<file path="config.mk">
export PLATFORM = sky130hd
export DESIGN_NAME = ffpra_cfg
export DESIGN_NICKNAME = d
export VERILOG_FILES = /design/src/rtl/core/ffpra_pkg.sv /design/src/rtl/core/ffpra_cfg.sv
export SDC_FILE = /design/constraint.sdc
export NUM_CORES = 1
export LEC_CHECK = 0
export ABC_CLOCK_PERIOD_IN_PS = 2900
export BUFFER_PORTS_ARGS = -buffer_cell sky130_fd_sc_hd__buf_2
export CAP_MARGIN = 20
export CORE_ASPECT_RATIO = 0.6
export CORE_MARGIN = 3
export CORE_UTILIZATION = 35
export CTS_BUF_LIST = sky130_fd_sc_hd__clkbuf_16
export DETAILED_ROUTE_END_ITERATION = 16
export PLACE_DENSITY = 0.68
export SYNTH_ARGS = -nofsm -noshare
export SYNTH_HDL_FRONTEND = slang
export SYNTH_SLANG_ARGS = --single-unit
</file>
<file path="constraint.sdc">
create_clock -name clk -period 2.9 [get_ports clk]
set_clock_uncertainty 0.15 [all_clocks]
set_input_delay 0.435 -clock clk [delete_from_list [all_inputs] [get_ports clk]]
set_output_delay 0.435 -clock clk [all_outputs]
set_load 0.005 [all_outputs]
</file>
<file path="src/rtl/core/ffpra_pkg.sv">
// Shared types, constants and codes for the first-fit page run allocator.
// No dependencies; every other file of the block but ffpra_mem refers to it by scoped names.
`timescale 1ns / 1ps

package ffpra_pkg;

  // Heap geometry defaults. The page size is a power of two.
  localparam int NUM_PAGES_DEF = 1024;
  localparam int PAGE_BYTES    = 4096;
  localparam int PAGE_SHIFT    = $clog2(PAGE_BYTES);

  // Fixed field widths of the request and result transfers.
  localparam int BYTES_W = 32;
  localparam int PAGE_FW = 10;
  localparam int RUN_FW  = 11;
  localparam int STAT_W  = 3;
  localparam int SMALL_W = 13;

  // Configuration port geometry.
  localparam int CFG_AW = 4;
  localparam int CFG_DW = 32;

  // Register indexes (byte address divided by four).
  localparam logic [1:0] REG_BLOCK_START = 2'd0;
  localparam logic [1:0] REG_BLOCK_LIMIT = 2'd1;
  localparam logic [1:0] REG_SMALL_LIMIT = 2'd2;

  // Request codes.
  localparam logic ACT_ALLOC = 1'b0;
  localparam logic ACT_FREE  = 1'b1;

  // Reset value of the small request limit.
  localparam logic [SMALL_W-1:0] SMALL_LIMIT_RST = 13'd2048;

  typedef enum logic [STAT_W-1:0] {
    ST_ALLOCATED = 3'd0,
    ST_FREED     = 3'd1,
    ST_ZERO      = 3'd2,
    ST_SMALL     = 3'd3,
    ST_NOFIT     = 3'd4,
    ST_INVALID   = 3'd5,
    ST_BLOCKFREE = 3'd6
  } status_t;

  typedef enum logic [2:0] {
    S_CLEAR,
    S_IDLE,
    S_SEARCH,
    S_MARK,
    S_FREE_RD,
    S_FREE_LEN,
    S_FREE_CLR,
    S_RESULT
  } state_t;

  // Configuration values as seen by the controller.
  typedef struct packed {
    logic [PAGE_FW-1:0] block_start;
    logic [PAGE_FW-1:0] block_limit;
    logic [SMALL_W-1:0] small_limit;
  } cfg_regs_t;

  // One result item.
  typedef struct packed {
    status_t            status;
    logic [PAGE_FW-1:0] start_page;
    logic [RUN_FW-1:0]  run_pages;
  } res_t;

endpackage

</file>
<file path="src/rtl/core/ffpra_cfg.sv">
// Configuration register file behind the APB-style port.
// Depends on ffpra_pkg for widths, register indexes and the cfg_regs_t type.
`timescale 1ns / 1ps

module ffpra_cfg (
  input  logic                             clk,
  input  logic                             rst_n,
  input  logic                             psel,
  input  logic                             penable,
  input  logic                             pwrite,
  input  logic [ffpra_pkg::CFG_AW-1:0]     paddr,
  input  logic [ffpra_pkg::CFG_DW-1:0]     pwdata,
  output logic [ffpra_pkg::CFG_DW-1:0]     prdata,
  output logic                             pready,
  output ffpra_pkg::cfg_regs_t             cfg
);

  logic [ffpra_pkg::PAGE_FW-1:0] block_start_r;
  logic [ffpra_pkg::PAGE_FW-1:0] block_limit_r;
  logic [ffpra_pkg::SMALL_W-1:0] small_limit_r;
  logic [1:0]                    reg_idx;
  logic                          wr_xfer;

  assign pready  = 1'b1;
  assign reg_idx = paddr[3:2];
  assign wr_xfer = psel && penable && pwrite;

  // Register writes on the access phase of a write transfer.
  always_ff @(posedge clk) begin
    if (!rst_n) begin
      block_start_r <= '0;
      block_limit_r <= '0;
      small_limit_r <= ffpra_pkg::SMALL_LIMIT_RST;
    end else if (wr_xfer) begin
      case (reg_idx)
        ffpra_pkg::REG_BLOCK_START: block_start_r <= pwdata[ffpra_pkg::PAGE_FW-1:0];
        ffpra_pkg::REG_BLOCK_LIMIT: block_limit_r <= pwdata[ffpra_pkg::PAGE_FW-1:0];
        ffpra_pkg::REG_SMALL_LIMIT: small_limit_r <= pwdata[ffpra_pkg::SMALL_W-1:0];
        default: ;
      endcase
    end
  end

  // Read-back mux.
  always_comb begin
    case (reg_idx)
      ffpra_pkg::REG_BLOCK_START: prdata = ffpra_pkg::CFG_DW'(block_start_r);
      ffpra_pkg::REG_BLOCK_LIMIT: prdata = ffpra_pkg::CFG_DW'(block_limit_r);
      ffpra_pkg::REG_SMALL_LIMIT: prdata = ffpra_pkg::CFG_DW'(small_limit_r);
      default:                    prdata = '0;
    endcase
  end

  assign cfg.block_start = block_start_r;
  assign cfg.block_limit = block_limit_r;
  assign cfg.small_limit = small_limit_r;

endmodule

</file>
==> metrics <==
outcome finished, final reports clean; CTS H-tree depth 2; die height around 60 um; placement row count 18; syn_area_per_cell about 8.9 um^2; Fin Hold WS roughly 0.26 ns; drt total wl 3898 um; die width 94.89 um; post-CTS setup buffer count 0; Final Wtd Congestion 0.6835; # port buffers 65; relative slew slack 0.4918; layout cell share with drive strength beyond 1 0.3061; detailed-route wire length per cell 12.78 um; Pwr Total 0.001021 W; clock buffer depth 2; starting density of the core 0.3837; Seq/Total Area, Yosys 0.3982; Final WS setup 0.9438 ns; Comb pwr share 0.075; Post-Syn Instances around 190; CTS tree yes; via count approximately 1300; Nets 286; Tcrit/Tclk final 0.6745; Post-synth EDFFs 0; PD cells roughly 500 nW/um^2; TritonCTS Buffers 5; number of hold violations in the final report 0; Pre-antenna DRT Iters 4; Post-Place Worst Slack 0.9184 ns; Critical Path Fanout Max 13; Peak supply drop 0.2297 mV; post-CTS resize count 0; worst path required time 2.32 ns; Post-DP HPWL 2757 um; crit-path cells buf_2, nor2b_1, buf_4, nand2_1, o21ai_0, buf_2; Clock power frac 0.469; clock root buffer clkbuf_16; Lkg Pwr 1.039 nW; cell internal pwr around 0.00080 W; drt initial violations 26; Slew Viols, Final 0; Synth area leader dfxtp_1; Reg power frac 0.455; multi-input logic area ~830 um^2; pin count of the biggest net entering global routing 46; Synth area leaders dfxtp_1 (40%), mux2i_1 (25%), nand2_1 (12%), buf_4 (9.5%), o21ai_0 (3.0%); Antenna Nets Post-Route 0; clock latency at the later pin of the worst-skew pair roughly 0.27 ns; top cell type's share of synthesized area 0.3982; crit end category primary output; Area Growth Syn to Fin 22.93%; crit path kind in -> out; most frequent cell after synthesis nand2_1; Least-Margin Pin Slew 0.7622 ns; library cells used by synthesis 20; max frequency between 0.5 and 0.6 GHz; Ys Warns 0; Reg area 660.6 um^2; Ant. Diodes 0; Tmin final 1.956 ns; Core Area ~4300 um^2; Sink Count 33; Remaining DRCs 0; Setup TNS 0 ns; Final Util 0.4716; CP max stage delay 0.34 ns; CTS Hold Bufs 0; WP data arrival 1.37 ns; die area 5630 um^2; maxcap violations 0; RSZ-0062 raised after global routing false; Yosys reg bits 33; crit start category input port; clock slew at reported path FFs roughly 0.050 ns; Fill cells 440; P_sw roughly 0.00022 W; switching power share of the total 0.2202; GRT overflow 0; All-Layer GR Usage 0.1443; initial antenna violation count 0; critical path's most frequent cell buf_2; global-route wire length before repair 5989 um; Slowest cell on crit path buf_2; Synth Cell Area 1659 um^2; Hold Path Class in -> reg; Most used DFF post-synth dfxtp_1; I/O pin total 107; setup violators final 0; vias in the first global route 1204; top cells by count, synth nand2_1 (54), mux2i_1 (42), dfxtp_1 (33); Async SR Flop Fraction 0; Avg Vias per Cell 4.380
-- sequential cells by signal, indices dropped and copies added, names as in the netlist --
| register | flops |
|---|---|
| small_limit_r | 13 |
| block_limit_r | 10 |
| block_start_r | 10 |
-- cell usage in the layout (no fill, tap or decap) --
cell type / netlist / layout
clkinv_1: 0 / 1
nand2_2: 1 / 1
nand2_1: 54 / 54
and2b_1: 1 / 1
nand3_1: 1 / 1
and2_4: 1 / 1
buf_2: 2 / 65
mux2i_1: 42 / 42
and2_1: 4 / 4
and3_4: 1 / 1
nor2_1: 1 / 1
dfxtp_1: 33 / 33
inv_1: 1 / 2
buf_4: 21 / 1
o211ai_2: 1 / 1
nor2b_1: 1 / 1
clkbuf_16: 0 / 5
conb_1: 2 / 20
o21ai_0: 10 / 10
-- path summary, 6_finish.rpt --
| kind | startpoint | to | slack, ns | depth (start not counted) |
|---|---|---|---|---|
| worst max-delay path | paddr[3] | prdata[3] | 0.94 | 6 |
| worst min-delay path | pwdata[12] | small_limit_r[12] | 0.26 | 3 |
| worst max register to register | block_start_r[5] | block_start_r[5] | 2.10 | 2 |
| worst min register to register | small_limit_r[10] | small_limit_r[10] | 0.32 | 2 |
-- metrics by stage --
stage               cell area [um^2]  cells
detailed placement              1907    298
CTS                             2039    305
finish                          2039    305
floorplan                       1727    204
global placement                1907    298
global route                    2039    305
-- worst max-delay path: cells and delay by family --
family / cells / cell delay, ns
AOI/OAI and AO/OA: 1 / 0.08
buffers and inverters: 3 / 0.68
and+or+nand+nor: 2 / 0.17
-- metal layers --
layer / global-route usage / vias to the layer above / wire (um)
met2: 0.2144 / 50 / 1628
li1: - / 683 / -
met5: 0 / - / 0
met4: 0.04928 / 0 / 28
met3: 0.04315 / 4 / 274
met1: 0.2000 / 599 / 1967
-- cell type report --
cell class / count / area share
Multi-Input combinational cell: 138 / 0.4092
Sequential cell: 33 / 0.3239
Timing Repair Buffer: 66 / 0.1632
Clock buffer: 5 / 0.06135
Tap cell: 60 / 0.03681
Clock inverter: 2 / 0.003681
Inverter: 1 / 0.001840
-- logic make-up (layout without fill, tap and decap cells) --
family	after synthesis	count (layout)	synth area share
buffers and inverters	33	74	0.1395
other	2	20	0.004527
AOI/OAI and AO/OA	11	11	0.03771
muxes	42	42	0.2534
DFF	33	33	0.3982
and+or+nand+nor	65	65	0.1667
-- power groups by stage --
| stage | Sequential, W | Combinational, W | Clock [W] |
|---|---|---|---|
| 2_1_floorplan | 0.000474 | 0.0000679 | 0 |
| 3_3_place_gp | 0.000474 | 0.0000770 | 0 |
| 3_5_place_dp | 0.000474 | 0.0000776 | 0 |
| 4_1_cts | 0.000464 | 0.0000778 | 0.000491 |
| 5_1_grt | 0.000465 | 0.0000876 | 0.000511 |
| 6_report | 0.000465 | 0.0000769 | 0.000479 |
Power figures use the tool's default switching activity.
