<file path="src/rtl/core/ffpra_mem.sv">
// Simple dual-port synchronous RAM: one write port, one read port, registered read.
// Holds the per-page taken bits and run lengths; uses no package items.
`timescale 1ns / 1ps

module ffpra_mem #(
  parameter int DEPTH = 1024,
  parameter int WIDTH = 1
) (
  input  logic                     clk,
  input  logic                     we,
  input  logic [$clog2(DEPTH)-1:0] waddr,
  input  logic [WIDTH-1:0]         wdata,
  input  logic [$clog2(DEPTH)-1:0] raddr,
  output logic [WIDTH-1:0]         rdata
);

  logic [WIDTH-1:0] mem [DEPTH];
  logic [WIDTH-1:0] rdata_r;

  // Write port.
  always_ff @(posedge clk) begin
    if (we) begin
      mem[waddr] <= wdata;
    end
  end

  // Registered read port.
  always_ff @(posedge clk) begin
    rdata_r <= mem[raddr];
  end

  assign rdata = rdata_r;

endmodule

</file>
<file path="config.mk">
export PLATFORM = sky130hd
export DESIGN_NAME = ffpra_mem
export DESIGN_NICKNAME = d
export VERILOG_FILES = /design/src/rtl/core/ffpra_mem.sv
export SDC_FILE = /design/constraint.sdc
export NUM_CORES = 1
export LEC_CHECK = 0
export BUFFER_PORTS_ARGS = -buffer_cell sky130_fd_sc_hd__clkbuf_2
export CORE_MARGIN = 1.5
export CORE_UTILIZATION = 51
export DETAILED_ROUTE_END_ITERATION = 6
export PLACE_DENSITY = 0.66
export SLEW_MARGIN = 20
export SYNTH_ARGS = -nofsm -noshare
export SYNTH_HDL_FRONTEND = slang
export SYNTH_SLANG_ARGS = --single-unit
</file>
<file path="constraint.sdc">
create_clock -name clk -period 3.7 [get_ports clk]
set_clock_uncertainty 0.05 [all_clocks]
set_input_delay 0.37 -clock clk [delete_from_list [all_inputs] [get_ports clk]]
set_output_delay 0.37 -clock clk [all_outputs]
set_load 0.1 [all_outputs]
</file>
==> results of run 1 <==
-- synthesized netlist by cell type (all sizes together), types with 4 or more instances --
cell type	count
a22oi	17
o22ai	28
nand2	86
nor2	1036
nor4	5
and2	6
buf	114
nor2b	11
edfxtp	1024
o21ai	13
a21oi	37
nand2b	8
and3	4
o221ai	49
nor3	37
nand3	37
a2111oi	6
a31oi	4
mux4	214
nand4	10
a211oi	4
a22o	4
inv	4
clkbuf	189
nor3b	8
mux2i	123
-- worst max-delay path, delay by kind of cell --
family | cells | cell delay (ps)
buffers and inverters | 2 | 850
AND/OR/NAND/NOR | 4 | 1040
AO/OA/AOI/OAI | 3 | 1210
-- metrics by stage --
step / setup TNS, ps / cell area [sq um]
5_1_grt: 0 / 49700
2_1_floorplan: 0 / 44700
3_5_place_dp: 0 / 46500
6_report: 0 / 49700
3_3_place_gp: -125 / 46500
4_1_cts: 0 / 49700
-- power by group through the flow --
stage          Clock (mW)  Sequential [mW]  Combinational (mW)
6_report             10.1             12.8                1.35
5_1_grt              10.6             12.8                1.41
4_1_cts              10.2             12.8                1.33
3_5_place_dp            0             13.0                1.33
3_3_place_gp            0             13.0                1.31
2_1_floorplan           0             13.0               0.739
-- registers in the layout (all words and copies together) (netlist names) --
name   count
mem     1024
rdata      1
-- worst max path at each step --
stage | start | end | slack, ps | depth (start not counted)
2_1_floorplan | raddr[0] | rdata | 1010 | 10
3_3_place_gp | raddr[2] | rdata | -120 | 9
3_5_place_dp | raddr[0] | rdata | 210 | 9
4_1_cts | raddr[2] | rdata | 910 | 9
5_1_grt | raddr[2] | rdata | 780 | 9
6_report | raddr[2] | rdata | 760 | 9
-- cell usage in the layout, fill, tap and decap left out, types with 7 or more instances in the layout --
cell          n
a21oi_1      37
a22oi_1      17
buf_12       26
buf_4       133
bufinv_16     8
clkbuf_1     22
clkbuf_16   104
clkbuf_2     20
clkinv_1     20
clkinv_2     24
edfxtp_1   1024
mux2i_1     123
mux4_1       14
mux4_2      200
nand2_1      80
nand2b_1      7
nand3_1      13
nand3_2      24
nand4_1      10
nor2_1     1036
nor2b_1      11
nor3_1       37
nor3b_1       7
o21ai_0      11
o221ai_1     49
o22ai_1      28
-- kinds of logic after synthesis --
logic type	share of synthesized area (%)
AOI/OAI and AO/OA	2.83
and+or+nand+nor	11.2
muxes	13.7
buffers and inverters	3.30
DFF	68.9
-- area by class of cell --
cell class	instances	area, sq um
Sequential cell	1025	30800
Clock buffer	126	2690
Tap cell	1155	1450
Antenna cell	5	12.5
Clock inverter	58	542
Timing Repair Buffer	182	1660
Inverter	6	22.5
Multi-Input combinational cell	1778	12600
Fill cell	6785	37100
-- per-layer routing --
| layer | vias up | GRT usage [%] | wire [um] |
|---|---|---|---|
| li1 | 11479 | - | - |
| met1 | 14164 | 37.8 | 46400 |
| met2 | 1542 | 44.6 | 59500 |
| met3 | 252 | 5.34 | 13100 |
| met4 | 2 | 10.2 | 4330 |
| met5 | - | 0 | 11 |
==> flow_summary.yaml, run 1 <==
worst_setup_path:
  critPathSlowestCell: "a2111oi_1"
  regToRegEndpoint: "rdata"
  r2r-start: "mem[447]"
  cp.required_ps: 4270
  end_kind: "flip-flop"
  crit_fanout: 13
  reg2reg_depth: 7
  crit_path_frequent_cell: "nor4_1"
  cp.arrival_ps: 3510
  timing.reg2reg.setup_slack_ps: 860
  path_cells: "clkbuf_2 -> nand2_2 -> buf_4 -> o22ai_1 -> nor4_1 -> a2111oi_1 -> and4_1 -> nor4_1 -> o2111ai_1"
  slowest_delay_ps: 710
  critPathKind: "input pin to flip-flop"
  crit_path_start_kind: "input pin"
global_routing:
  track_usage_pct: 27.7
  antenna_found_initial: 4
  grt_pass1_vias: 27134
  grt_max_degree: 181
  grt.overflow.total: 0
  grt_pass1_wl_mm: 179
finish:
  drive_above_1_share_pct: 17.8
  fin_cells: 4335
  fin_util_pct: 57.3
  nets: 3118
  area_delta_synth_final_pct: 11.3
floorplan:
  die_y_um: 299
  io_pins: 24
  initial_core_util_pct: 51.5
  num_rows: 108
  coreArea_sq_mm: 0.0868
  fp.dieArea_sq_mm: 0.0893
  dieWidth_um: 299
power:
  swShare_pct: 21.7
  power_frac_clock_pct: 41.6
  pwr-share-seq_pct: 52.8
  total_power_mw: 24.2
  intPower_mw: 19.0
  comb_power_share_pct: 5.6
  p_leak_nw: 15.0
  switchingPower_mw: 5.26
  worst_ir_drop_vdd_v: 0.000463
  p_per_area_mw_per_mm2: 487
drt:
  wire_per_inst_um: 28.5
  drtPass1Iterations: 6
  drt_wl_total_mm: 123
  via_per_inst: 6.33
  antenna_left: 0
  drc_errors: 0
  drt_iter0_markers: 3692
  via_count: 27439
synth:
  ys_types: 56
  synth_warnings: 0
  synth_top_cell_area_share_pct: 68.9
  syn-num-nets: 3135
  synthArstFlopShare_pct: 0
  synth-edff-count: 1024
  synth_area_per_cell_sq_um: 14.3
  synth_top_area_cell: "edfxtp_1"
  ys.flop_type: "edfxtp_1"
  synthCells: 3112
  seq_area_frac_synth_pct: 68.9
  synth_area_leaders: "edfxtp_1 (69%), mux4_2 (10%), nor2_1 (8.7%)"
  netlist_area_sq_mm: 0.0447
  synth-seq-cells: 1025
clock_network:
  clkTransAtPathRegs_ps: 60
  post_cts_buffers: 0
  cts_sinks: 1025
  clk_latency_ps: 700
  cts_htree_levels: 3
  hold_buffers: 0
  cts_root_buf: "clkbuf_16"
  cts_tree: "done"
  cts_resized: 0
  clockBufferDepth: 3
  cts_buffers: 102
timing:
  timing.final.crit_share_pct: 79.5
  worst_slew_margin_rel_pct: 30.2
  slew_violations: 0
  fmaxAchievable_mhz: 340
  min_period_ps: 2940
  setup_violations: 0
  grt_setup_unrepaired: "no"
  finalHoldViolCount: 0
  hold-worst-slack_ps: 55.1
  worst_slew_pin_slew_ps: 1040
  finalWorstSetupSlack_ps: 758
hold_path:
  hold_class: "input pin to flip-flop"
  hp-start: "raddr[6]"
  holdPathEnd: "rdata"
  hold-path-cell-count: 2
place:
  post-place-ws_ps: 208
  port_buffers: 23
  place_inst: 4146
  hpwl_mm: 68.6
  gp_congestion: 0.840
run_status:
  status: "finished, final reports clean"
flow_run:
  maxCapViolCount: 0
Note: power is estimated with default switching activity, not from simulation.
==> run 2, diff against run 1 <==
==> constraint.sdc (replaced) <==
create_clock -name clk -period 2.8 [get_ports clk]
set_clock_uncertainty 0.05 [all_clocks]
set_input_delay 0.28 -clock clk [delete_from_list [all_inputs] [get_ports clk]]
set_output_delay 0.28 -clock clk [all_outputs]
set_load 0.1 [all_outputs]
==> flow_summary.yaml, run 2 (synthesized netlist as in run 1, its figures left out) <==
clock_network:
  clkTransAtPathRegs_ps: 60
  clk_latency_ps: 680
  cts_htree_levels: 3
  cts_buffers: 102
  cts_root_buf: "clkbuf_16"
  cts_sinks: 1025
  cts_tree: "done"
  clockBufferDepth: 3
place:
  post-place-ws_ps: -419
  placed_cell_area_sq_mm: 0.0475
  hpwl_mm: 73.1
  place_inst: 4257
  gp_congestion: 0.883
  port_buffers: 23
global_routing:
  grt_pass1_wl_mm: 184
  grt_pass1_vias: 27874
  track_usage_pct: 28.4
  grt_max_degree: 123
  antenna_found_initial: 5
  grt.overflow.total: 0
flow_run:
  maxCapViolCount: 0
timing:
  worst_slew_margin_rel_pct: 43.5
  finalWorstSetupSlack_ps: 106
  worst_slew_pin_slew_ps: 844
  slew_violations: 0
  setup_violations: 0
  finalHoldViolCount: 0
  grt_setup_unrepaired: "no"
  fmaxAchievable_mhz: 371
  hold-worst-slack_ps: 54.9
  timing.final.crit_share_pct: 96.2
  min_period_ps: 2690
drt:
  drc_errors: 0
  drt_wl_total_mm: 126
  via_per_inst: 6.27
  drt_iter0_markers: 3737
  via_count: 27891
  wire_per_inst_um: 28.2
  drtPass1Iterations: 6
  antenna_left: 0
hold_path:
  hold-path-cell-count: 1
  hp-start: "wdata"
  hold_class: "input pin to flip-flop"
  holdPathEnd: "mem[758]"
finish:
  final_common_cell: "nor2_1"
  fin_cells: 4449
  regMostFlops: "mem"
  ff_latch_area_sq_mm: 0.0308
  largest_register_ff_count: 1024
  area_delta_synth_final_pct: 13.9
  multiInputGateArea_sq_mm: 0.0126
  drive_above_1_share_pct: 20.9
  nets: 3230
  mostFrequentLayoutCells: "nor2_1 (1035), edfxtp_1 (1024), buf_4 (224)"
  fin_util_pct: 58.7
  fillers: 6730
  design_area_sq_mm: 0.0509
power:
  worst_ir_drop_vdd_v: 0.000489
  p_leak_nw: 15.6
  p_per_area_mw_per_mm2: 636
worst_setup_path:
  crit_path_start_kind: "flip-flop"
  cp.arrival_ps: 3170
  reg2reg_depth: 7
  crit_fanout: 2
  critPathKind: "flip-flop to flip-flop"
  r2r-start: "mem[786]"
  end_kind: "flip-flop"
  regToRegEndpoint: "rdata"
  cp.required_ps: 3280
  timing.reg2reg.setup_slack_ps: 110
floorplan:
  die_y_um: 299
  num_rows: 108
  initial_core_util_pct: 51.5
  io_pins: 24
  coreArea_sq_mm: 0.0868
  dieWidth_um: 299
  fp.dieArea_sq_mm: 0.0893
run_status:
  status: "finished, final reports clean"
-- run 2: final cells by class --
| type | instances | share of cell area, % |
|---|---|---|
| flip-flops and latches | 1025 | 60.5 |
| multi-input cells | 1778 | 24.8 |
| repair buffers | 294 | 5.42 |
| clock buffers | 121 | 5.32 |
| well taps | 1155 | 2.84 |
| clock inverters | 66 | 1.13 |
| inverters | 6 | 0.0443 |
| diodes | 4 | 0.0197 |
-- run 2: how the worst max path moves through the flow --
stage	startpoint	end	slack (ps)	depth (start not counted)
after floorplan	raddr[0]	rdata	200	10
after global placement	raddr[0]	rdata	-910	11
after detailed placement	raddr[0]	rdata	-420	11
after CTS	mem[528]	rdata	20	9
after global routing	mem[786]	rdata	30	7
final	mem[786]	rdata	110	7
-- run 2: critical path, stage by stage (launching register included) --
cell and delay [ps]:
edfxtp_1 390, mux4_1 510, mux4_2 500, nand2b_1 190, nand4_1 240, and4_1 290, nor4_2 250, o2111ai_1 130
-- run 2: repair_timing --
item	CTS	global route
buffers inserted	0	0
setup endpoints to repair	1	1
hold endpoints to repair	1	0
pin swaps	1	1
resized for setup	1	8
hold buffers	1	0
gates cloned	0	0
-- run 2: power breakdown --
group          internal, mW  switching (mW)  leakage [nW]
sequential             16.9         0.00997          9.21
clock                  7.79            5.76          1.61
combinational         0.738            1.20          4.81
-- run 2: per-layer routing --
layer	share of wire, %	vias up	GRT usage [%]
met5	0.014	-	0
met4	3.5	4	9.76
met3	11	262	5.83
met2	49	1512	46.0
met1	37	14411	38.5
li1	-	11702	-
-- run 2: metrics by stage --
| step | setup TNS, ps | power, mW |
|---|---|---|
| floorplan | 0 | 18.2 |
| global placement | -908 | 19.1 |
| detailed placement | -419 | 19.1 |
| CTS | 0 | 32.5 |
| global route | 0 | 33.2 |
| finish | 0 | 32.4 |
