$ cat src/rtl/core/ffpra_pkg.sv
// Shared types, constants and codes for the first-fit page run allocator.
// No dependencies; every other file of the block but ffpra_mem refers to it by scoped names.
`timescale 1ns / 1ps

package ffpra_pkg;

  // Heap geometry defaults. The page size is a power of two.
  localparam int NUM_PAGES_DEF = 1024;
  localparam int PAGE_BYTES    = 4096;
  localparam int PAGE_SHIFT    = $clog2(PAGE_BYTES);

  // Fixed field widths of the request and result transfers.
  localparam int BYTES_W = 32;
  localparam int PAGE_FW = 10;
  localparam int RUN_FW  = 11;
  localparam int STAT_W  = 3;
  localparam int SMALL_W = 13;

  // Configuration port geometry.
  localparam int CFG_AW = 4;
  localparam int CFG_DW = 32;

  // Register indexes (byte address divided by four).
  localparam logic [1:0] REG_BLOCK_START = 2'd0;
  localparam logic [1:0] REG_BLOCK_LIMIT = 2'd1;
  localparam logic [1:0] REG_SMALL_LIMIT = 2'd2;

  // Request codes.
  localparam logic ACT_ALLOC = 1'b0;
  localparam logic ACT_FREE  = 1'b1;

  // Reset value of the small request limit.
  localparam logic [SMALL_W-1:0] SMALL_LIMIT_RST = 13'd2048;

  typedef enum logic [STAT_W-1:0] {
    ST_ALLOCATED = 3'd0,
    ST_FREED     = 3'd1,
    ST_ZERO      = 3'd2,
    ST_SMALL     = 3'd3,
    ST_NOFIT     = 3'd4,
    ST_INVALID   = 3'd5,
    ST_BLOCKFREE = 3'd6
  } status_t;

  typedef enum logic [2:0] {
    S_CLEAR,
    S_IDLE,
    S_SEARCH,
    S_MARK,
    S_FREE_RD,
    S_FREE_LEN,
    S_FREE_CLR,
    S_RESULT
  } state_t;

  // Configuration values as seen by the controller.
  typedef struct packed {
    logic [PAGE_FW-1:0] block_start;
    logic [PAGE_FW-1:0] block_limit;
    logic [SMALL_W-1:0] small_limit;
  } cfg_regs_t;

  // One result item.
  typedef struct packed {
    status_t            status;
    logic [PAGE_FW-1:0] start_page;
    logic [RUN_FW-1:0]  run_pages;
  } res_t;

endpackage

$ cat src/rtl/core/ffpra_ctrl.sv
// Allocator sequencer: clearing pass, first-fit scan, run marking and release.
// Depends on ffpra_pkg; drives the ports of the two ffpra_mem instances.
`timescale 1ns / 1ps

module ffpra_ctrl #(
  parameter int NUM_PAGES = ffpra_pkg::NUM_PAGES_DEF,
  localparam int PW  = $clog2(NUM_PAGES),
  localparam int PCW = $clog2(NUM_PAGES + 1)
) (
  input  logic                           clk,
  input  logic                           rst_n,
  input  ffpra_pkg::cfg_regs_t           cfg,
  // Request channel.
  input  logic                           in_valid,
  output logic                           in_stall,
  input  logic                           in_action,
  input  logic [ffpra_pkg::BYTES_W-1:0]  in_request_bytes,
  input  logic [ffpra_pkg::PAGE_FW-1:0]  in_free_page,
  // Result handoff to the output register.
  input  logic                           slot_free,
  output logic                           push,
  output ffpra_pkg::res_t                res,
  // Taken-bit memory.
  output logic                           tk_we,
  output logic [PW-1:0]                  tk_waddr,
  output logic                           tk_wdata,
  output logic [PW-1:0]                  tk_raddr,
  input  logic                           tk_rdata,
  // Run-length memory.
  output logic                           rl_we,
  output logic [PW-1:0]                  rl_waddr,
  output logic [PCW-1:0]                 rl_wdata,
  output logic [PW-1:0]                  rl_raddr,
  input  logic [PCW-1:0]                 rl_rdata
);

  localparam int NEED_FW = ffpra_pkg::BYTES_W + 1;

  ffpra_pkg::state_t state_r, state_nxt;
  logic [PCW-1:0]    ptr_r, ptr_nxt;
  logic [PCW-1:0]    chk_r, chk_nxt;
  logic              chk_vld_r, chk_vld_nxt;
  logic [PCW-1:0]    cnt_r, cnt_nxt;
  logic [PCW-1:0]    need_r, need_nxt;
  logic [PCW-1:0]    rem_r, rem_nxt;
  logic [PCW-1:0]    start_r, start_nxt;
  ffpra_pkg::res_t   res_r, res_nxt;

  logic               accept;
  logic [NEED_FW-1:0] need_full;
  logic [10:0]        first_page;
  logic [31:0]        first_ext;
  logic [31:0]        page_ext;
  logic [31:0]        bstart_ext;
  logic [31:0]        blimit_ext;
  logic [31:0]        start_ext;
  logic [31:0]        need_ext;
  logic [PCW-1:0]     run_start;
  logic [PCW-1:0]     cnt_inc;

  assign in_stall = (state_r != ffpra_pkg::S_IDLE);
  assign accept   = in_valid && !in_stall;
  assign res      = res_r;

  // Request decode helpers: page count rounded up, page region start, free bounds.
  assign need_full  = (NEED_FW'(in_request_bytes) + NEED_FW'(ffpra_pkg::PAGE_BYTES - 1))
                      >> ffpra_pkg::PAGE_SHIFT;
  assign first_page = {1'b0, cfg.block_limit} + 11'd1;
  assign first_ext  = 32'(first_page);
  assign page_ext   = 32'(in_free_page);
  assign bstart_ext = 32'(cfg.block_start);
  assign blimit_ext = 32'(cfg.block_limit);
  assign start_ext  = 32'(start_r);
  assign need_ext   = 32'(need_r);

  // Scan helpers: a free page either opens a run or extends the current one.
  assign run_start = (cnt_r == '0) ? chk_r : start_r;
  assign cnt_inc   = cnt_r + PCW'(1);

  // Read addresses follow the working pointers.
  assign tk_raddr = ptr_r[PW-1:0];
  assign rl_raddr = start_r[PW-1:0];

  // Control registers.
  always_ff @(posedge clk) begin
    if (!rst_n) begin
      state_r   <= ffpra_pkg::S_CLEAR;
      ptr_r     <= '0;
      chk_vld_r <= 1'b0;
    end else begin
      state_r   <= state_nxt;
      ptr_r     <= ptr_nxt;
      chk_vld_r <= chk_vld_nxt;
    end
  end

  // Working registers of the current request.
  always_ff @(posedge clk) begin
    chk_r   <= chk_nxt;
    cnt_r   <= cnt_nxt;
    need_r  <= need_nxt;
    rem_r   <= rem_nxt;
    start_r <= start_nxt;
    res_r   <= res_nxt;
  end

  // Next state and memory commands.
  always_comb begin
    state_nxt   = state_r;
    ptr_nxt     = ptr_r;
    chk_nxt     = chk_r;
    chk_vld_nxt = 1'b0;
    cnt_nxt     = cnt_r;
    need_nxt    = need_r;
    rem_nxt     = rem_r;
    start_nxt   = start_r;
    res_nxt     = res_r;
    push        = 1'b0;
    tk_we       = 1'b0;
    tk_waddr    = ptr_r[PW-1:0];
    tk_wdata    = 1'b0;
    rl_we       = 1'b0;
    rl_waddr    = start_r[PW-1:0];
    rl_wdata    = '0;

    case (state_r)
      // Zero both memories one page per cycle after reset.
      ffpra_pkg::S_CLEAR: begin
        tk_we    = 1'b1;
        rl_we    = 1'b1;
        rl_waddr = ptr_r[PW-1:0];
        ptr_nxt  = ptr_r + PCW'(1);
        if (ptr_r == PCW'(NUM_PAGES - 1)) begin
          state_nxt = ffpra_pkg::S_IDLE;
        end
      end

      // Classify a new request; simple outcomes go straight to the result.
      ffpra_pkg::S_IDLE: begin
        res_nxt.start_page = '0;
        res_nxt.run_pages  = '0;
        if (accept) begin
          state_nxt = ffpra_pkg::S_RESULT;
          if (in_action == ffpra_pkg::ACT_ALLOC) begin
            if (in_request_bytes == '0) begin
              res_nxt.status = ffpra_pkg::ST_ZERO;
            end else if (in_request_bytes <= ffpra_pkg::BYTES_W'(cfg.small_limit)) begin
              res_nxt.status = ffpra_pkg::ST_SMALL;
            end else if (need_full > NEED_FW'(NUM_PAGES) || first_ext >= 32'(NUM_PAGES)) begin
              res_nxt.status = ffpra_pkg::ST_NOFIT;
            end else begin
              need_nxt  = need_full[PCW-1:0];
              ptr_nxt   = first_ext[PCW-1:0];
              cnt_nxt   = '0;
              state_nxt = ffpra_pkg::S_SEARCH;
            end
          end else begin
            if (page_ext >= bstart_ext && page_ext < blimit_ext) begin
              res_nxt.status = ffpra_pkg::ST_BLOCKFREE;
            end else if (page_ext > blimit_ext && page_ext < 32'(NUM_PAGES)) begin
              start_nxt = page_ext[PCW-1:0];
              state_nxt = ffpra_pkg::S_FREE_RD;
            end else begin
              res_nxt.status = ffpra_pkg::ST_INVALID;
            end
          end
        end
      end

      // Issue one taken-bit read per cycle; check the bit read the cycle before.
      ffpra_pkg::S_SEARCH: begin
        if (ptr_r < PCW'(NUM_PAGES)) begin
          chk_vld_nxt = 1'b1;
          chk_nxt     = ptr_r;
          ptr_nxt     = ptr_r + PCW'(1);
        end
        if (chk_vld_r) begin
          if (!tk_rdata) begin
            cnt_nxt   = cnt_inc;
            start_nxt = run_start;
            if (cnt_inc >= need_r) begin
              // Run found: record its length and start marking.
              rl_we       = 1'b1;
              rl_waddr    = run_start[PW-1:0];
              rl_wdata    = need_r;
              ptr_nxt     = run_start;
              rem_nxt     = need_r;
              chk_vld_nxt = 1'b0;
              state_nxt   = ffpra_pkg::S_MARK;
            end else if (chk_r == PCW'(NUM_PAGES - 1)) begin
              res_nxt.status     = ffpra_pkg::ST_NOFIT;
              res_nxt.start_page = '0;
              res_nxt.run_pages  = '0;
              state_nxt          = ffpra_pkg::S_RESULT;
            end
          end else begin
            cnt_nxt = '0;
            if (chk_r == PCW'(NUM_PAGES - 1)) begin
              res_nxt.status     = ffpra_pkg::ST_NOFIT;
              res_nxt.start_page = '0;
              res_nxt.run_pages  = '0;
              state_nxt          = ffpra_pkg::S_RESULT;
            end
          end
        end
      end

      // Set the taken bit of each page of the run.
      ffpra_pkg::S_MARK: begin
        tk_we    = 1'b1;
        tk_wdata = 1'b1;
        ptr_nxt  = ptr_r + PCW'(1);
        rem_nxt  = rem_r - PCW'(1);
        if (rem_r == PCW'(1)) begin
          res_nxt.status     = ffpra_pkg::ST_ALLOCATED;
          res_nxt.start_page = start_ext[ffpra_pkg::PAGE_FW-1:0];
          res_nxt.run_pages  = need_ext[ffpra_pkg::RUN_FW-1:0];
          state_nxt          = ffpra_pkg::S_RESULT;
        end
      end

      // Run-length read is in flight.
      ffpra_pkg::S_FREE_RD: begin
        state_nxt = ffpra_pkg::S_FREE_LEN;
      end

      // Take the recorded length and drop it from the memory.
      ffpra_pkg::S_FREE_LEN: begin
        need_nxt  = rl_rdata;
        rem_nxt   = rl_rdata;
        ptr_nxt   = start_r;
        rl_we     = 1'b1;
        state_nxt = ffpra_pkg::S_FREE_CLR;
      end

      // Clear taken bits of the run, stopping at the heap end.
      ffpra_pkg::S_FREE_CLR: begin
        if (rem_r == '0 || ptr_r == PCW'(NUM_PAGES)) begin
          res_nxt.status     = ffpra_pkg::ST_FREED;
          res_nxt.start_page = start_ext[ffpra_pkg::PAGE_FW-1:0];
          res_nxt.run_pages  = need_ext[ffpra_pkg::RUN_FW-1:0];
          state_nxt          = ffpra_pkg::S_RESULT;
        end else begin
          tk_we   = 1'b1;
          ptr_nxt = ptr_r + PCW'(1);
          rem_nxt = rem_r - PCW'(1);
        end
      end

      // Hand the result over once the output register has room.
      ffpra_pkg::S_RESULT: begin
        if (slot_free) begin
          push      = 1'b1;
          state_nxt = ffpra_pkg::S_IDLE;
        end
      end

      default: begin
        state_nxt = ffpra_pkg::S_IDLE;
      end
    endcase
  end

endmodule

$ cat config.mk
export PLATFORM = sky130hd
export DESIGN_NAME = ffpra_ctrl
export DESIGN_NICKNAME = d
export VERILOG_FILES = /design/src/rtl/core/ffpra_pkg.sv /design/src/rtl/core/ffpra_ctrl.sv
export SDC_FILE = /design/constraint.sdc
export NUM_CORES = 1
export LEC_CHECK = 0
export ABC_CLOCK_PERIOD_IN_PS = 7700
export BUFFER_PORTS_ARGS = -buffer_cell sky130_fd_sc_hd__buf_2
export CORE_MARGIN = 4
export CORE_UTILIZATION = 41
export DETAILED_ROUTE_END_ITERATION = 10
export GPL_TIMING_DRIVEN = 0
export PLACE_DENSITY = 0.73
export SETUP_SLACK_MARGIN = 0.5
export SLEW_MARGIN = 40
export SYNTH_ARGS = -nofsm -noshare
export SYNTH_HDL_FRONTEND = slang
export SYNTH_SLANG_ARGS = --single-unit
$ cat constraint.sdc
create_clock -name clk -period 7.7 [get_ports clk]
set_input_delay 1.54 -clock clk [delete_from_list [all_inputs] [get_ports clk]]
set_output_delay 1.54 -clock clk [all_outputs]
set_load 0.01 [all_outputs]
==> summary.txt <==
Synth
  – Yosys warns: 0
  – Simple-Gate Fraction of Synth Area: 20.3%
  – Synth area leader: edfxtp_1
  – Unique masters post-synth: 64
  – Synth Area in Adders: 8.95%
  – Cells after Synth: 855
  – Asr flop ratio synth: 0%
  – Combinational family with the most area after synthesis: simple AND/OR/NAND/NOR gates
  – Syn Nets: 1000
  – Ranking of synthesized cells by area: edfxtp_1 32%, ha_1 9.0%, nand2_1 4.6%
  – Complex-gate fraction of the synthesized area: 16.6%
  – Synth Area in XOR/XNOR: between 6 and 7%
  – Synth Flop Type: edfxtp_1
  – Syn avg cell area: between 8 and 9 um2
  – Synth cell count leaders: 90 x nand2_1, 79 x edfxtp_1, 62 x nor2_1
  – Number of synthesized register bits: 94
  – Top cell type's share of synthesized area: 32.0%
  – Area of the mapped netlist: 7410 um2
  – Count leader, synth: nand2_1
  – Post-synthesis sequential area ratio: 36.1%
  – Number of synthesized flops with an enable pin: a little under 80
  – Mux cell area share after synthesis: between 3 and 4%

Drt
  – Drt drc: 0
  – Via count: 7005
  – Final wirelength: about 22000 um
  – Via/cell ratio: 5.52
  – WL/cell: 17.5 um
  – First-pass iteration count of the detailed router: 6
  – DR iter-0 viols: 668
  – Antenna viol nets, final: 0

Place
  – Placed Cells: 1253
  – I/O Buffers: 170
  – GPL Wtd Cong: 0.981
  – HPWL after DPL: 18000 um

Timing
  – Worst relative slew slack: approximately half
  – RSZ-0062 raised after global routing: false
  – # setup viols final: 0
  – Worst Clk Skew: 0.00868 ns
  – Setup tns final: 0 ns
  – Crit share post-route: 73.0%
  – Final Max Slew Viols: 0
  – Maximum clock frequency: 0.178 GHz
  – Hold Fails Final Rpt: 0
  – Tmin final: roughly 5.6 ns
  – Tightest Pin Transition: 0.753 ns

Clocking
  – CTS Buf Count: 9
  – Hold-fix buffers, CTS: 0
  – CTS tree: done
  – Worst-Skew Late Latency: between 0.3 and 0.4 ns
  – PostCTS Resize Cnt: 0
  – Root buffer cell: clkbuf_16
  – CTS clk-pin slew, worst paths: around 0.07 ns
  – Clk sinks: 94
  – CTS H-tree depth: 3
  – Post CTS Setup Buffer Count: 0
  – Clk buf depth: 2

Floorplan
  – Die X: between 100 and 150 um
  – Core area: ~17000 um2
  – Die area: roughly 20000 um2
  – Rows: 48
  – Die height: between 100 and 150 um
  – # IOs: 172
  – Starting Density: 42.4%

Critical path
  – CP peak stage delay: 0.47 ns
  – Worst Path Arrival: 4.08 ns
  – Worst path slowest cell: a31oi_1
  – Critical Path Start: cnt_r[0]$_SDFFCE_PP0P_
  – Worst Setup Start Kind: register
  – WP data required: between 6 and 7 ns
  – Worst Path Max Fanout: 10
  – WS Path Type: register to output pin
  – CP endpoint kind: output pin
  – Critical path cell sequence: ha_1 > nand2_1 > nor2_1 > xor2_1 > ha_1 > and4_1 > o21ai_0 > o221ai_1 > a31oi_1 > clkbuf_1 > nor2_1 > nand2_1 > o21ai_0 > a21oi_1 > buf_2
  – Origin of the critical flop-to-flop path: cnt_r[0]$_SDFFCE_PP0P_

Final layout
  – Non-filler cells, final: roughly 1300
  – Area Growth Syn to Fin: 19.5%
  – Diode count: 0
  – Fillers: about 1700
  – Final nets: 1184
  – Layout cells sized above 1: between 20 and 25%

Job
  – Maximum Capacitance Violations: 0

Global routing
  – Largest net degree at the start of global routing: 15
  – Total global routing overflow: 0
  – Initial antenna violation count: 0
  – Total track usage: approximately a fifth
  – Vias in the first global route: approximately 6400
  – First-pass GRT wire length: 34300 um

Power and ir drop
  – Seq pwr share: 36.0%
  – Peak supply drop: about 0.13 mV
  – Sw Pwr: 0.704 mW
  – Internal power: 1.17 mW
  – Power per cell area: 212 nW/um2
  – Comb power frac: a little over two fifths
  – Pleak: 3.83 nW
  – Sw frac: 37.5%
  – Clock power share: 21.8%

Status
  – Outcome: finished clean

Worst hold path
  – HP Class: register to register
  – Hold_sp: ptr_r[3]$_SDFFE_PN0P_
## power groups by stage
stage                     combinational [mW]  clock, mW  sequential [mW]
after floorplan                        0.495          0            0.681
after global placement                 0.762          0            0.687
after detailed placement               0.779          0            0.686
after CTS                              0.783      0.409            0.675
after global routing                   0.858      0.430            0.685
final                                  0.792      0.410            0.677
## area by class of cell
type | instances | area [um2] | share of cell area (%)
clock buffers | 11 | 233 | 2.63
plain buffers | 70 | 380 | 4.30
multi-input cells | 630 | 4160 | 47.0
flip-flops and latches | 94 | 2670 | 30.2
repair buffers | 173 | 871 | 9.84
well taps | 225 | 282 | 3.18
inverters | 61 | 229 | 2.59
clock inverters | 5 | 26.3 | 0.297
## placed cells by master, fill, tap and decap left out, types with 8 or more instances in the layout
| cell | n |
|---|---|
| buf_2 | 172 |
| nand2_1 | 90 |
| edfxtp_1 | 79 |
| inv_1 | 60 |
| nor2_1 | 60 |
| ha_1 | 53 |
| a21oi_1 | 47 |
| o21ai_0 | 46 |
| nor3_1 | 35 |
| clkbuf_1 | 33 |
| buf_4 | 33 |
| xnor2_1 | 32 |
| and2_1 | 27 |
| nand3_1 | 22 |
| xor2_1 | 22 |
| mux2i_1 | 20 |
| o22ai_1 | 19 |
| dfxtp_1 | 15 |
| nand4_1 | 14 |
| nor4_1 | 11 |
| and3_1 | 10 |
| a21o_1 | 10 |
| o211ai_1 | 9 |
| clkbuf_16 | 9 |
| a211oi_1 | 8 |
## flip-flops by register name, summed over array words and instances (netlist names)
signal / cells
need_r: 11
res: 24
rem_r: 11
state_r: 3
chk_r: 11
ptr_r: 11
start_r: 11
chk_vld_r: 1
cnt_r: 11
## per-layer routing
| layer | routed length, um | GRT usage, % | vias to the layer above |
|---|---|---|---|
| met3 | 2280 | 5.04 | 29 |
| met5 | 0 | 0 | - |
| li1 | - | - | 3431 |
| met2 | 9830 | 33.0 | 344 |
| met4 | 288 | 4.70 | 0 |
| met1 | 9780 | 30.4 | 3201 |
## worst paths after layout
path                              to  slack (ns)  cells after the start
setup / recovery         rl_waddr[7]        2.08                     15
setup reg to reg   res[22]$_DFFE_PP_        3.63                     13
hold / removal    chk_r[3]$_DFFE_PP_        0.50                      0
hold reg to reg   chk_r[3]$_DFFE_PP_        0.50                      0
## critical path: cells and delay by family (launching register included)
kind / cells / cell delay, ns
compound gates: 5 / 1.02
xor+xnor: 1 / 0.24
fa+ha+maj: 2 / 0.52
buf+inv: 2 / 0.62
flops: 1 / 0.44
simple gates: 5 / 0.89
## kinds of logic (layout without fill, tap and decap cells)
| kind of cell | count (synthesis) | count (layout) |
|---|---|---|
| DFF | 94 | 94 |
| AOI/OAI and AO/OA | 192 | 192 |
| and+or+nand+nor | 306 | 306 |
| muxes | 24 | 24 |
| xor gates and xnor gates | 55 | 55 |
| buffers and inverters | 131 | 320 |
| adders and majority gates | 53 | 53 |
## through the flow
step	worst slack (ns)	instance area [um2]	hold slack (ns)	util [%]	power, mW
6_report	2.08	8850	0.503	50.6	1.88
5_1_grt	1.78	8850	0.523	50.6	1.97
4_1_cts	2.13	8840	0.492	50.6	1.87
3_5_place_dp	2.53	8580	0.476	49.1	1.47
3_3_place_gp	1.69	8540	0.474	48.9	1.45
2_1_floorplan	3.27	7410	0.451	-	1.18
Power figures use the tool's default switching activity.
